==> config.mk <==
export PLATFORM = sky130hd
export DESIGN_NAME = frequency_to_note_classifier_core_flat
export DESIGN_NICKNAME = d
export VERILOG_FILES = /design/src/rtl/fnc_pkg.sv /design/src/rtl/fnc_ifs.sv /design/src/rtl/frequency_to_note_classifier_core.sv /design/src/flat_wrapper.sv
export SDC_FILE = /design/constraint.sdc
export NUM_CORES = 2
export LEC_CHECK = 0
export BUFFER_PORTS_ARGS = -buffer_cell sky130_fd_sc_hd__buf_2
export CORE_ASPECT_RATIO = 0.9
export CORE_MARGIN = 3
export CORE_UTILIZATION = 45
export CTS_BUF_LIST = sky130_fd_sc_hd__clkbuf_8
export CTS_CLUSTER_SIZE = 24
export DETAILED_ROUTE_END_ITERATION = 10
export PLACE_DENSITY = 0.71
export SLEW_MARGIN = 20
export SYNTH_ARGS = -nofsm -noshare
export SYNTH_HDL_FRONTEND = slang
export SYNTH_SLANG_ARGS = --single-unit
==> constraint.sdc <==
create_clock -name i_clk -period 33.5 [get_ports i_clk]
set_input_delay 3.35 -clock i_clk [delete_from_list [all_inputs] [get_ports i_clk]]
set_output_delay 3.35 -clock i_clk [all_outputs]
set_load 0.02 [all_outputs]
==> src/rtl/fnc_pkg.sv <==
// Package for the frequency to note classifier.
// Holds fixed-point constants, parameter defaults and the sequencer state type.
// No dependencies.
`default_nettype none

package fnc_pkg;

    localparam int FREQ_BITS_DEF = 24;
    localparam int FRAC_BITS_DEF = 8;

    localparam int EXT_BITS = 12;
    localparam int A4_BITS = 17;
    localparam int PROD_BITS = 32;
    localparam int LO_BITS = 24;
    localparam int ROOT_FRAC_BITS = 12;
    localparam int ROOT_SHIFT = 16;
    localparam int REM_BITS = 11;
    localparam int QUO_BITS = 22;
    localparam int RECIP_BITS = 33;
    localparam int RECIP_SHIFT = 43;
    localparam int STEP_LIMIT = 32;

    localparam logic [A4_BITS-1:0] A4_MIN = 17'd102400;
    localparam logic [A4_BITS-1:0] A4_MAX = 17'd122880;
    localparam logic [A4_BITS-1:0] A4_RESET = 17'd112640;

    localparam int C4_NUM = 26163;
    localparam logic [REM_BITS-1:0] C4_DIV = 11'd1375;
    // Ceiling of 2^43 / 1375, exact for every dividend below 2^32.
    localparam logic [RECIP_BITS-1:0] C4_RECIP = 33'd6397158562;
    localparam logic [ROOT_FRAC_BITS-1:0] ROOT2_FRAC = 12'd3897;

    localparam logic [3:0] NOTE_LAST = 4'd11;
    localparam logic [4:0] OCT_C4 = 5'd4;

    typedef enum logic [3:0] {
        ST_PMUL,
        ST_QHI,
        ST_REM,
        ST_QLO,
        ST_IDLE,
        ST_OCT,
        ST_MLO,
        ST_MHI,
        ST_DEC,
        ST_DONE
    } t_state;

endpackage

`default_nettype wire

==> src/rtl/fnc_ifs.sv <==
// Channel interfaces for the frequency to note classifier.
// Frequency input, tuning write and note result; depends on nothing else.
`default_nettype none

interface fnc_freq_if #(
    parameter int FREQ_BITS = 24
);
    logic                 valid;
    logic                 ready;
    logic [FREQ_BITS-1:0] frequency;

    modport source (output valid, output frequency, input ready);
    modport sink (input valid, input frequency, output ready);
endinterface

interface fnc_cfg_if;
    logic        valid;
    logic        ready;
    logic [16:0] a4_tuning_hz;

    modport source (output valid, output a4_tuning_hz, input ready);
    modport sink (input valid, input a4_tuning_hz, output ready);
endinterface

interface fnc_note_if;
    logic              valid;
    logic              ready;
    logic              note_valid;
    logic [3:0]        note_index;
    logic signed [4:0] octave_number;

    modport source (output valid, output note_valid, output note_index,
                    output octave_number, input ready);
    modport sink (input valid, input note_valid, input note_index,
                  input octave_number, output ready);
endinterface

`default_nettype wire

==> src/rtl/frequency_to_note_classifier_core.sv <==
// Top level of the frequency to note classifier: sequencer and shared datapath.
// Depends on fnc_pkg and the channel interfaces in fnc_ifs.sv.
//
// Channel   Direction  Payload                                     Handshake
// i_freq    in         frequency (Q.FRAC_BITS Hz)                  valid/ready
// i_cfg     in         a4_tuning_hz (Q9.8 Hz)                      valid/ready
// o_note    out        note_valid, note_index, octave_number       valid/ready
//
// After reset and after every tuning write the C4 reference is rebuilt through the
// states PMUL, QHI, REM and QLO by a shared reciprocal multiplier, during which no
// frequency is taken. An item then runs the octave loop, then semitone steps on the
// shared 24 x 12 semitone multiplier, then a nearest-note decision before the result.
// A zero frequency goes straight to the final state. The result waits in an output
// register, and a stalled output holds the sequencer in its final state until the
// register frees. A tuning write is taken only while no item is in progress.
`default_nettype none

module frequency_to_note_classifier_core #(
    parameter int FREQ_BITS = fnc_pkg::FREQ_BITS_DEF,
    parameter int FRAC_BITS = fnc_pkg::FRAC_BITS_DEF
) (
    input  wire logic    i_clk,
    input  wire logic    i_rst_n,
    fnc_freq_if.sink     i_freq,
    fnc_cfg_if.sink      i_cfg,
    fnc_note_if.source   o_note
);

    localparam int RW = fnc_pkg::QUO_BITS + FRAC_BITS - 1;
    localparam int FXW = FREQ_BITS + fnc_pkg::EXT_BITS + 1;
    localparam int W = ((FXW > RW) ? FXW : RW) + 1;
    localparam int SW = W + fnc_pkg::ROOT_FRAC_BITS;
    localparam int MW = fnc_pkg::LO_BITS + fnc_pkg::ROOT_FRAC_BITS;
    localparam int RPW = fnc_pkg::PROD_BITS + fnc_pkg::RECIP_BITS;
    localparam int CNT_W = $clog2(fnc_pkg::STEP_LIMIT + 1);

    fnc_pkg::t_state r_state, n_state;

    logic [fnc_pkg::A4_BITS-1:0]   r_a4;
    logic [fnc_pkg::PROD_BITS-1:0] r_x, n_x;
    logic [fnc_pkg::QUO_BITS-1:0]  r_q, n_q;
    logic [fnc_pkg::PROD_BITS-1:0] r_z, n_z;
    logic [RW-1:0]                 r_ref, n_ref;
    logic [CNT_W-1:0]              r_cnt, n_cnt;
    logic [W-1:0]                  r_fx, n_fx;
    logic [W-1:0]                  r_c, n_c;
    logic [W-1:0]                  r_r, n_r;
    logic [MW-1:0]                 r_acc, n_acc;
    logic                          r_up, n_up;
    logic                          r_zero, n_zero;
    logic [3:0]                    r_note, n_note;
    logic [4:0]                    r_oct, n_oct;
    logic                          r_out_valid, n_out_valid;
    logic                          r_out_note_valid, n_out_note_valid;
    logic [3:0]                    r_out_index, n_out_index;
    logic [4:0]                    r_out_oct, n_out_oct;

    logic [fnc_pkg::A4_BITS-1:0]    w_a4_sat;
    logic [fnc_pkg::PROD_BITS-1:0]  w_p;
    logic [fnc_pkg::PROD_BITS-1:0]  w_rec_op;
    logic [RPW-1:0]                 w_rec_prod;
    logic [fnc_pkg::QUO_BITS-1:0]   w_rec_q;
    logic [fnc_pkg::PROD_BITS-1:0]  w_rem;
    logic [fnc_pkg::LO_BITS-1:0]    w_mul_op;
    logic [MW-1:0]                  w_prod;
    logic [SW-1:0]                  w_sum;
    logic [W-1:0]                   w_semi;
    logic [W-1:0]                   w_fx_in;
    logic                           w_busy;
    logic                           w_cfg_take;

    always_comb begin
        priority if (r_a4 < fnc_pkg::A4_MIN) begin
            w_a4_sat = fnc_pkg::A4_MIN;
        end else if (r_a4 > fnc_pkg::A4_MAX) begin
            w_a4_sat = fnc_pkg::A4_MAX;
        end else begin
            w_a4_sat = r_a4;
        end
    end

    assign w_p = fnc_pkg::PROD_BITS'(w_a4_sat) * fnc_pkg::PROD_BITS'(fnc_pkg::C4_NUM);

    // The reference is floor(p * 2^(FRAC_BITS-1) / 1375), split into the quotient
    // of p and the quotient of the shifted remainder, both by reciprocal multiply.
    assign w_rec_op = (r_state == fnc_pkg::ST_QLO) ? r_z : r_x;
    assign w_rec_prod = RPW'(w_rec_op) * RPW'(fnc_pkg::C4_RECIP);
    assign w_rec_q = w_rec_prod[fnc_pkg::RECIP_SHIFT +: fnc_pkg::QUO_BITS];
    assign w_rem = r_x - fnc_pkg::PROD_BITS'(r_q) * fnc_pkg::PROD_BITS'(fnc_pkg::C4_DIV);

    assign w_mul_op = (r_state == fnc_pkg::ST_MHI) ?
                      fnc_pkg::LO_BITS'(r_c[W-1:fnc_pkg::LO_BITS]) :
                      r_c[fnc_pkg::LO_BITS-1:0];
    assign w_prod = MW'(w_mul_op) * MW'(fnc_pkg::ROOT2_FRAC);
    assign w_sum = SW'(r_acc) + (SW'(w_prod) << fnc_pkg::LO_BITS);
    assign w_semi = r_c + W'(w_sum >> fnc_pkg::ROOT_SHIFT);

    assign w_fx_in = W'(i_freq.frequency) << fnc_pkg::EXT_BITS;

    assign w_busy = (r_state == fnc_pkg::ST_OCT) || (r_state == fnc_pkg::ST_MLO) ||
                    (r_state == fnc_pkg::ST_MHI) || (r_state == fnc_pkg::ST_DEC) ||
                    (r_state == fnc_pkg::ST_DONE);

    assign i_freq.ready = (r_state == fnc_pkg::ST_IDLE) && !i_cfg.valid;
    assign i_cfg.ready = !w_busy;
    assign w_cfg_take = i_cfg.valid && i_cfg.ready;

    assign o_note.valid = r_out_valid;
    assign o_note.note_valid = r_out_note_valid;
    assign o_note.note_index = r_out_index;
    assign o_note.octave_number = $signed(r_out_oct);

    always_comb begin
        n_state = r_state;
        n_x = r_x;
        n_q = r_q;
        n_z = r_z;
        n_ref = r_ref;
        n_cnt = r_cnt;
        n_fx = r_fx;
        n_c = r_c;
        n_r = r_r;
        n_acc = r_acc;
        n_up = r_up;
        n_zero = r_zero;
        n_note = r_note;
        n_oct = r_oct;
        n_out_valid = r_out_valid && !o_note.ready;
        n_out_note_valid = r_out_note_valid;
        n_out_index = r_out_index;
        n_out_oct = r_out_oct;

        unique case (r_state)
            fnc_pkg::ST_PMUL: begin
                n_x = w_p;
                n_state = fnc_pkg::ST_QHI;
            end
            fnc_pkg::ST_QHI: begin
                n_q = w_rec_q;
                n_state = fnc_pkg::ST_REM;
            end
            fnc_pkg::ST_REM: begin
                n_z = w_rem << (FRAC_BITS - 1);
                n_state = fnc_pkg::ST_QLO;
            end
            fnc_pkg::ST_QLO: begin
                n_ref = (RW'(r_q) << (FRAC_BITS - 1)) + RW'(w_rec_q);
                n_state = fnc_pkg::ST_IDLE;
            end
            fnc_pkg::ST_IDLE: begin
                if (i_freq.valid && i_freq.ready) begin
                    n_fx = w_fx_in;
                    n_c = W'(r_ref);
                    n_up = (w_fx_in >= W'(r_ref));
                    n_zero = (i_freq.frequency == '0);
                    n_note = '0;
                    n_oct = fnc_pkg::OCT_C4;
                    n_cnt = '0;
                    n_state = (i_freq.frequency == '0) ? fnc_pkg::ST_DONE : fnc_pkg::ST_OCT;
                end
            end
            fnc_pkg::ST_OCT: begin
                if (r_up) begin
                    if (r_fx >= (r_c << 1)) begin
                        n_c = r_c << 1;
                        n_oct = r_oct + 1'b1;
                    end else begin
                        n_state = fnc_pkg::ST_MLO;
                    end
                end else begin
                    if (r_fx < r_c) begin
                        n_c = r_c >> 1;
                        n_oct = r_oct - 1'b1;
                    end else begin
                        n_state = fnc_pkg::ST_MLO;
                    end
                end
            end
            fnc_pkg::ST_MLO: begin
                n_acc = w_prod;
                n_state = fnc_pkg::ST_MHI;
            end
            fnc_pkg::ST_MHI: begin
                n_r = w_semi;
                if (r_fx >= w_semi && r_cnt < CNT_W'(fnc_pkg::STEP_LIMIT)) begin
                    n_c = w_semi;
                    n_cnt = r_cnt + 1'b1;
                    if (r_note == fnc_pkg::NOTE_LAST) begin
                        n_note = '0;
                        n_oct = r_oct + 1'b1;
                    end else begin
                        n_note = r_note + 1'b1;
                    end
                    n_state = fnc_pkg::ST_MLO;
                end else begin
                    n_state = fnc_pkg::ST_DEC;
                end
            end
            fnc_pkg::ST_DEC: begin
                if (r_r >= r_fx && (r_fx - r_c) > (r_r - r_fx)) begin
                    if (r_note == fnc_pkg::NOTE_LAST) begin
                        n_note = '0;
                        n_oct = r_oct + 1'b1;
                    end else begin
                        n_note = r_note + 1'b1;
                    end
                end
                n_state = fnc_pkg::ST_DONE;
            end
            fnc_pkg::ST_DONE: begin
                if (!r_out_valid || o_note.ready) begin
                    n_out_valid = 1'b1;
                    n_out_note_valid = !r_zero;
                    n_out_index = r_zero ? 4'd0 : r_note;
                    n_out_oct = r_zero ? 5'd0 : r_oct;
                    n_state = fnc_pkg::ST_IDLE;
                end
            end
            default: begin
                n_state = fnc_pkg::ST_PMUL;
            end
        endcase

        if (w_cfg_take) begin
            n_state = fnc_pkg::ST_PMUL;
        end
    end

    always_ff @(posedge i_clk) begin
        if (!i_rst_n) begin
            r_state <= fnc_pkg::ST_PMUL;
            r_a4 <= fnc_pkg::A4_RESET;
            r_out_valid <= 1'b0;
        end else begin
            r_state <= n_state;
            r_out_valid <= n_out_valid;
            if (w_cfg_take) begin
                r_a4 <= i_cfg.a4_tuning_hz;
            end
        end
    end

    always_ff @(posedge i_clk) begin
        r_x <= n_x;
        r_q <= n_q;
        r_z <= n_z;
        r_ref <= n_ref;
        r_cnt <= n_cnt;
        r_fx <= n_fx;
        r_c <= n_c;
        r_r <= n_r;
        r_acc <= n_acc;
        r_up <= n_up;
        r_zero <= n_zero;
        r_note <= n_note;
        r_oct <= n_oct;
        r_out_note_valid <= n_out_note_valid;
        r_out_index <= n_out_index;
        r_out_oct <= n_out_oct;
    end

    a_note_range: assert property (@(posedge i_clk) disable iff (!i_rst_n)
        o_note.valid |-> o_note.note_index <= fnc_pkg::NOTE_LAST)
        else $error("note index out of range");

    a_zero_result: assert property (@(posedge i_clk) disable iff (!i_rst_n)
        (o_note.valid && !o_note.note_valid) |->
        (o_note.note_index == 4'd0 && o_note.octave_number == 5'sd0))
        else $error("invalid result carries a nonzero note");

    a_start_search: assert property (@(posedge i_clk) disable iff (!i_rst_n)
        (i_freq.valid && i_freq.ready && i_freq.frequency != '0 && !i_cfg.valid) |=>
        (r_state == fnc_pkg::ST_OCT))
        else $error("accepted frequency did not start the octave search");

    a_cfg_rebuild: assert property (@(posedge i_clk) disable iff (!i_rst_n)
        (i_cfg.valid && i_cfg.ready) |=> (r_state == fnc_pkg::ST_PMUL && !i_freq.ready))
        else $error("tuning write did not rebuild the reference");

endmodule

`default_nettype wire
==> src/flat_wrapper.sv <==
// flat-port wrapper written by rule: the top's interface ports become plain ports
module frequency_to_note_classifier_core_flat 
#(
    parameter int FREQ_BITS = fnc_pkg::FREQ_BITS_DEF,
    parameter int FRAC_BITS = fnc_pkg::FRAC_BITS_DEF
)
  (i_clk, i_rst_n, i_freq_valid, i_freq_frequency, i_freq_ready, i_cfg_valid, i_cfg_a4_tuning_hz, i_cfg_ready, o_note_valid, o_note_note_valid, o_note_note_index, o_note_octave_number, o_note_ready);
  fnc_freq_if #(.FREQ_BITS(FREQ_BITS)) i_freq_i ();
  fnc_cfg_if i_cfg_i ();
  fnc_note_if o_note_i ();
  input  wire logic i_clk;
  input  wire logic i_rst_n;
  input wire logic [$bits(i_freq_i.valid)-1:0] i_freq_valid;
  input wire logic [$bits(i_freq_i.frequency)-1:0] i_freq_frequency;
  output wire logic [$bits(i_freq_i.ready)-1:0] i_freq_ready;
  input wire logic [$bits(i_cfg_i.valid)-1:0] i_cfg_valid;
  input wire logic [$bits(i_cfg_i.a4_tuning_hz)-1:0] i_cfg_a4_tuning_hz;
  output wire logic [$bits(i_cfg_i.ready)-1:0] i_cfg_ready;
  output wire logic [$bits(o_note_i.valid)-1:0] o_note_valid;
  output wire logic [$bits(o_note_i.note_valid)-1:0] o_note_note_valid;
  output wire logic [$bits(o_note_i.note_index)-1:0] o_note_note_index;
  output wire logic [$bits(o_note_i.octave_number)-1:0] o_note_octave_number;
  input wire logic [$bits(o_note_i.ready)-1:0] o_note_ready;
  assign i_freq_i.valid = i_freq_valid;
  assign i_freq_i.frequency = i_freq_frequency;
  assign i_freq_ready = i_freq_i.ready;
  assign i_cfg_i.valid = i_cfg_valid;
  assign i_cfg_i.a4_tuning_hz = i_cfg_a4_tuning_hz;
  assign i_cfg_ready = i_cfg_i.ready;
  assign o_note_valid = o_note_i.valid;
  assign o_note_note_valid = o_note_i.note_valid;
  assign o_note_note_index = o_note_i.note_index;
  assign o_note_octave_number = o_note_i.octave_number;
  assign o_note_i.ready = o_note_ready;
  frequency_to_note_classifier_core #(.FREQ_BITS(FREQ_BITS), .FRAC_BITS(FRAC_BITS)) u_core (.i_clk(i_clk), .i_rst_n(i_rst_n), .i_freq(i_freq_i), .i_cfg(i_cfg_i), .o_note(o_note_i));
endmodule
Word level (Yosys, flattened, before mapping)
Index checks and enable logic that the tools add are counted.

cells by class
  mux-type cells = 36
  $lt $le $gt $ge = 9
  add/sub/neg operators = 10
  multiply operators = 4
  reductions and logical operators = 30
  equal/unequal tests = 18
  bitwise gates (word level) = 1

operators with widths
  kind                                                                    number
  38-bit 2-to-1 mux                                                       5
  38-bit one-hot mux with 3 select lines                                  1
  36-bit by 38-bit >= comparator with 1-bit output                        2
  32-bit by 32-bit multiplier with 64-bit output (second input constant)  1
  36-bit by 50-bit adder with 50-bit output                               1
  4-bit 2-to-1 mux                                                        11
  4-bit one-hot mux with 10 select lines                                  1
  38-bit by 34-bit adder with 38-bit output                               1
  38-bit by 36-bit >= comparator with 1-bit output                        1
  38-bit > comparator                                                     1
  36-bit by 38-bit less-than comparator with 1-bit output                 1
  36-bit by 38-bit subtractor with 38-bit output                          1
  38-bit by 36-bit subtractor with 38-bit output                          1
  36-bit by 29-bit >= comparator with 1-bit output                        1
  24-bit by 12-bit multiplier with 36-bit output (second input constant)  1
  5-bit 2-to-1 mux                                                        7
  17-bit 2-to-1 mux                                                       2
  17-bit by 15-bit multiplier with 32-bit output (second input constant)  1
  32-bit 2-to-1 mux                                                       1
  29-bit by 22-bit adder with 29-bit output                               1
  22-bit by 11-bit multiplier with 25-bit output (second input constant)  1
  25-bit subtractor                                                       1
  24-bit zero test                                                        1
  24-bit 2-to-1 mux                                                       1
  other kinds (33)                                                        62

storage, ports and cells
  input port bits = 46
  flip-flop bits (word level) = 293
  output and inout port bits = 13
  logic and storage cells = 127

Longest topological paths before layout
  depth after elaboration = 9
  depth in mapped cells = 48
  mapped depth without buffers = 46

Least setup slack after synthesis
Ideal clock, no wire load.

  kind = flip-flop to flip-flop
  start point = register u_core.r_state[1]
  end point = register u_core.r_ref[28], data pin
  clock period less this slack = 11,009 ps
  setup time = 260 ps
  required time = 33,240 ps
  path buffers = 3
  cell stages (with the launch flop) = 40
  arrival = 10,749 ps
  slack = 22,491 ps
  cell sequence = dfxtp_1 > buf_4 > nand2_1 > or3_1 > buf_2 > inv_2 > clkbuf_1 > nor2_1 > fa_1 > fa_1 > fa_1 > inv_1 > fa_1 > fa_1 > inv_1 > fa_1 > fa_1 > fa_1 > [4 not listed] > nor2_1 > o21ai_1 > a21oi_1 > nor2_1 > o221ai_1 > a21oi_1 > xnor2_1 > ha_1 > a21o_1 > a21oi_1 > nor2b_1 > o21a_1 > o311a_1 > o31ai_1 > o2111ai_1 > a21oi_1 > nor3b_1 > xnor2_1

on the way
  longest elaborated chain between the ends = 4

ends and longest elaborated chain
  item                                            line                                      text
  start: declaration                              frequency_to_note_classifier_core.sv:37   fnc_pkg::t_state r_state, n_state;
  start signal: assignment                        frequency_to_note_classifier_core.sv:231  r_state <= fnc_pkg::ST_PMUL;
  start signal: assignment                        frequency_to_note_classifier_core.sv:235  r_state <= n_state;
  4-bit by 2-bit == test with 1-bit output        frequency_to_note_classifier_core.sv:86   assign w_rec_op = (r_state == fnc_pkg::ST_QLO) ? r_z : r_x;
  32-bit 2-to-1 mux                               frequency_to_note_classifier_core.sv:86
  32-bit by 32-bit multiplier with 64-bit output  frequency_to_note_classifier_core.sv:87   assign w_rec_prod = RPW'(w_rec_op) * RPW'(fnc_pkg::C4_RECIP);
  named net u_core.w_rec_prod[51]                 frequency_to_note_classifier_core.sv:61   logic [RPW-1:0] w_rec_prod;
  29-bit by 22-bit adder with 29-bit output       frequency_to_note_classifier_core.sv:147  n_ref = (RW'(r_q) << (FRAC_BITS - 1)) + RW'(w_rec_q);
  end signal: assignment                          frequency_to_note_classifier_core.sv:247  r_ref <= n_ref;
  end: declaration                                frequency_to_note_classifier_core.sv:43   logic [RW-1:0] r_ref, n_ref;

The timed path passes the listed nets, and every way through them passes these cells.
A chain may end at the register's enable or synchronous reset.

Worst setup path after layout
  start point = register u_core.r_state[1]
  end point = register u_core.r_ref[23], data pin

The elaborated chain is that of the path after synthesis.

==> metrics.md <==
| Metric | Value |
|---|---|
| Drt total wl | 133000 µm |
| Final Hold Viols | 0 |
| Top FF cell, synth | edfxtp_1 |
| Avg Vias per Cell | 5.51 |
| Top-count cell post-synth | inv_1 |
| Sequential cell area fraction in the yosys report | 16.2% |
| First-pass GRT wire length | 211000 µm |
| Most frequent cells after synthesis | 1148 x inv_1, 907 x ha_1, 709 x fa_1, 255 x edfxtp_1, 212 x nand2_1 |
| Worst Path Class, Setup | flop to flop |
| Clk_skew | 0.0775 ns |
| Port bufs | 58 |
| Tightest Hold Check Type | flop to flop |
| Drt pass-1 iters | 8 |
| Clk slew on worst S/H paths | 0.06 ns |
| Hold_buf cts | 0 |
| Clock latency on the worst-skew pair | 0.68 ns |
| HPWL after detailed placement | 114000 µm |
| Nets | 6735 |
| Arr. time, crit path | 13.51 ns |
| RSZ-0062 raised after global routing | false |
| Slew @ Worst Pin | 1.13 ns |
| Slew HR | 24.2% |
| Netlist area before placement | 50000 µm² |
| Post-synthesis cell type count | 98 |
| Clk buf depth | 3 |
| Area Growth Syn to Fin | 6.43% |
| Yosys top cell area share | 28.4% |
| Critical path launch point type | flop |
| Share of layout cells above drive strength 1 | 4.37% |
| Critical Path Max Stage Delay | 0.69 ns |
| Tmin final | 13.16 ns |
| CTS Root Buffer Type | clkbuf_8 |
| Accumulated negative setup slack | 0 ns |
| Yosys warns | 0 |
| WL per Instance | 20.3 µm |
| Crit path max-delay cell type | dfxtp_1 |
| Site Rows | 115 |
| Crit path max-delay family | adder cells |
| CTS tree | done |
| CP Buf/Inv Count | 5 |
| Worst-path fanout max | 46 |
| Final core occ | 48.5% |
| Starting Density | 45.5% |
| Max frequency | 76.0 MHz |
| All-Layer GR Usage | 23.6% |
| # setup viols final | 0 |
| Status | finished clean |
| Post-synth ARST share | 0% |
| Die Area | 115000 µm² |
| CTS buffer count | 49 |
| Core Area | 110000 µm² |
| Slew Viols, Final | 0 |
| Die H | 322 µm |
| Post-CTS Setup Bufs | 0 |
| Grt ovf | 0 |
| Synth area leaders | fa_1 28%, ha_1 23%, edfxtp_1 15% |
| Vias in the first global route | 37941 |
| Worst Path Required | 33.85 ns |
| Filler cells | 9975 |
| #FFs+latches synth | 277 |
| Io pins | 59 |
| Worst setup EP type | flop |
| Routed Antenna Nets | 0 |
| 1st-iter DRT viols | 3304 |
| Gp weighted congestion | 0.958 |
| Critical Path Most Common Cell | fa_1 |
| CTS resizes | 0 |
| Cell count after synthesis | 4977 |
| Final worst-path cycle share | 39.3% |
| DRC | 0 |
| Yosys top cell by area | fa_1 |
| Initial antenna violation count | 3 |
| Max-cap violations | 0 |
| Die width | 357 µm |
| Largest net degree at the start of global routing | 64 |
| CTS sink cnt | 277 |
| Number of synthesized flops with an enable pin | 255 |
| Avg Cell Area, Syn | 10.0 µm² |
| H-tree Lvls | 2 |
| Via Count | 36232 |
==> cells in the final DEF (no fill, tap or decap), types with 28 or more instances in the layout <==
| master | count |
|---|---|
| a211oi_1 | 28 |
| inv_1 | 1154 |
| a222oi_1 | 29 |
| buf_4 | 38 |
| o21ai_0 | 154 |
| xnor2_1 | 163 |
| buf_2 | 58 |
| a21o_1 | 131 |
| o21a_1 | 32 |
| nand3_1 | 62 |
| xor2_1 | 85 |
| ha_1 | 907 |
| nor2_1 | 189 |
| clkbuf_8 | 52 |
| nand4_1 | 43 |
| and3_1 | 40 |
| nor2b_1 | 44 |
| o21bai_1 | 33 |
| nor3_1 | 53 |
| nand2b_1 | 39 |
| nand2_1 | 211 |
| a21oi_1 | 207 |
| fa_1 | 709 |
| edfxtp_1 | 255 |
==> path summary, 6_finish.rpt <==
path / endpoint / slack, ns / from / depth (start not counted)
max: u_core.r_ref[23]$_DFFE_PP_ / 20.34 / u_core.r_state[1]$_SDFFE_PP0P_ / 38
min: u_core.r_a4[9]$_SDFFE_PN0P_ / 0.50 / u_core.r_a4[9]$_SDFFE_PN0P_ / 2
max reg2reg: u_core.r_ref[23]$_DFFE_PP_ / 20.34 / u_core.r_state[1]$_SDFFE_PP0P_ / 38
min reg2reg: u_core.r_a4[9]$_SDFFE_PN0P_ / 0.50 / u_core.r_a4[9]$_SDFFE_PN0P_ / 2
==> cell type report <==
| class | instances | area, µm² | share of cell area [%] |
|---|---|---|---|
| multi-input combinational | 3497 | 37400 | 70.3 |
| sequential | 277 | 8100 | 15.2 |
| inverter | 1152 | 4320 | 8.13 |
| tap | 1462 | 1830 | 3.44 |
| clock buffer | 52 | 716 | 1.35 |
| timing repair buffer | 96 | 576 | 1.08 |
| clock inverter | 32 | 259 | 0.487 |
| antenna | 2 | 5.00 | 0.00941 |
==> worst register-to-register path, delay by kind of cell, from the launching register on <==
family,cells,cell delay [ns]
AO/OA/AOI/OAI,13,3.31
XOR/XNOR,2,0.22
adder cells (fa/ha/maj),11,4.72
buffers and inverters,5,1.58
flip-flops,1,0.69
multiplexers,1,0.64
AND/OR/NAND/NOR,6,1.69
==> flip-flops by register name, indices dropped and copies added (netlist names), 4 cells and up <==
name and cells:
u_core.r_c 38, u_core.r_r 38, u_core.r_x 32, u_core.r_ref 29, u_core.r_z 25, u_core.r_fx 24, u_core.r_q 22, u_core.r_acc 20
u_core.r_a4 17, u_core.r_cnt 6, u_core.o_note.octave_number 5, u_core.r_oct 5, u_core.o_note.note_index 4, u_core.r_note 4, u_core.r_state 4
==> layer usage <==
| layer | share of wire (%) | GRT usage [%] |
|---|---|---|
| met3 | 9.2 | 4.40 |
| met1 | 45 | 34.3 |
| met2 | 44 | 36.5 |
| met4 | 2.5 | 5.62 |
| met5 | 0.0083 | 0 |
==> per-stage QoR <==
stage                     area (µm²)  hold WS [ns]  setup WS, ns  std cells
after global placement         52200         0.469         20.90       6484
after detailed placement       52200         0.486         20.51       6484
after global routing           53200         0.521         19.47       6569
after floorplan                50000         0.452         22.49       4981
final                          53200         0.496         20.34       6570
after CTS                      53200         0.498         20.46       6568
==> kinds of logic (layout without fill, tap and decap cells) <==
kind of cell / after synthesis / in the layout / synth area share, %
AO/OA/AOI/OAI: 807 / 807 / 10.9
XOR/XNOR: 248 / 248 / 4.35
adder cells (fa/ha/maj): 1618 / 1618 / 51.1
buffers and inverters: 1207 / 1332 / 9.09
flip-flops: 277 / 277 / 16.2
multiplexers: 14 / 14 / 0.280
other: 2 / 8 / 0.0150
AND/OR/NAND/NOR: 804 / 804 / 8.04
Power is left out: the tool's default activity adds up to more than one toggle a clock period on the data nets, which glitch-free logic cannot reach.
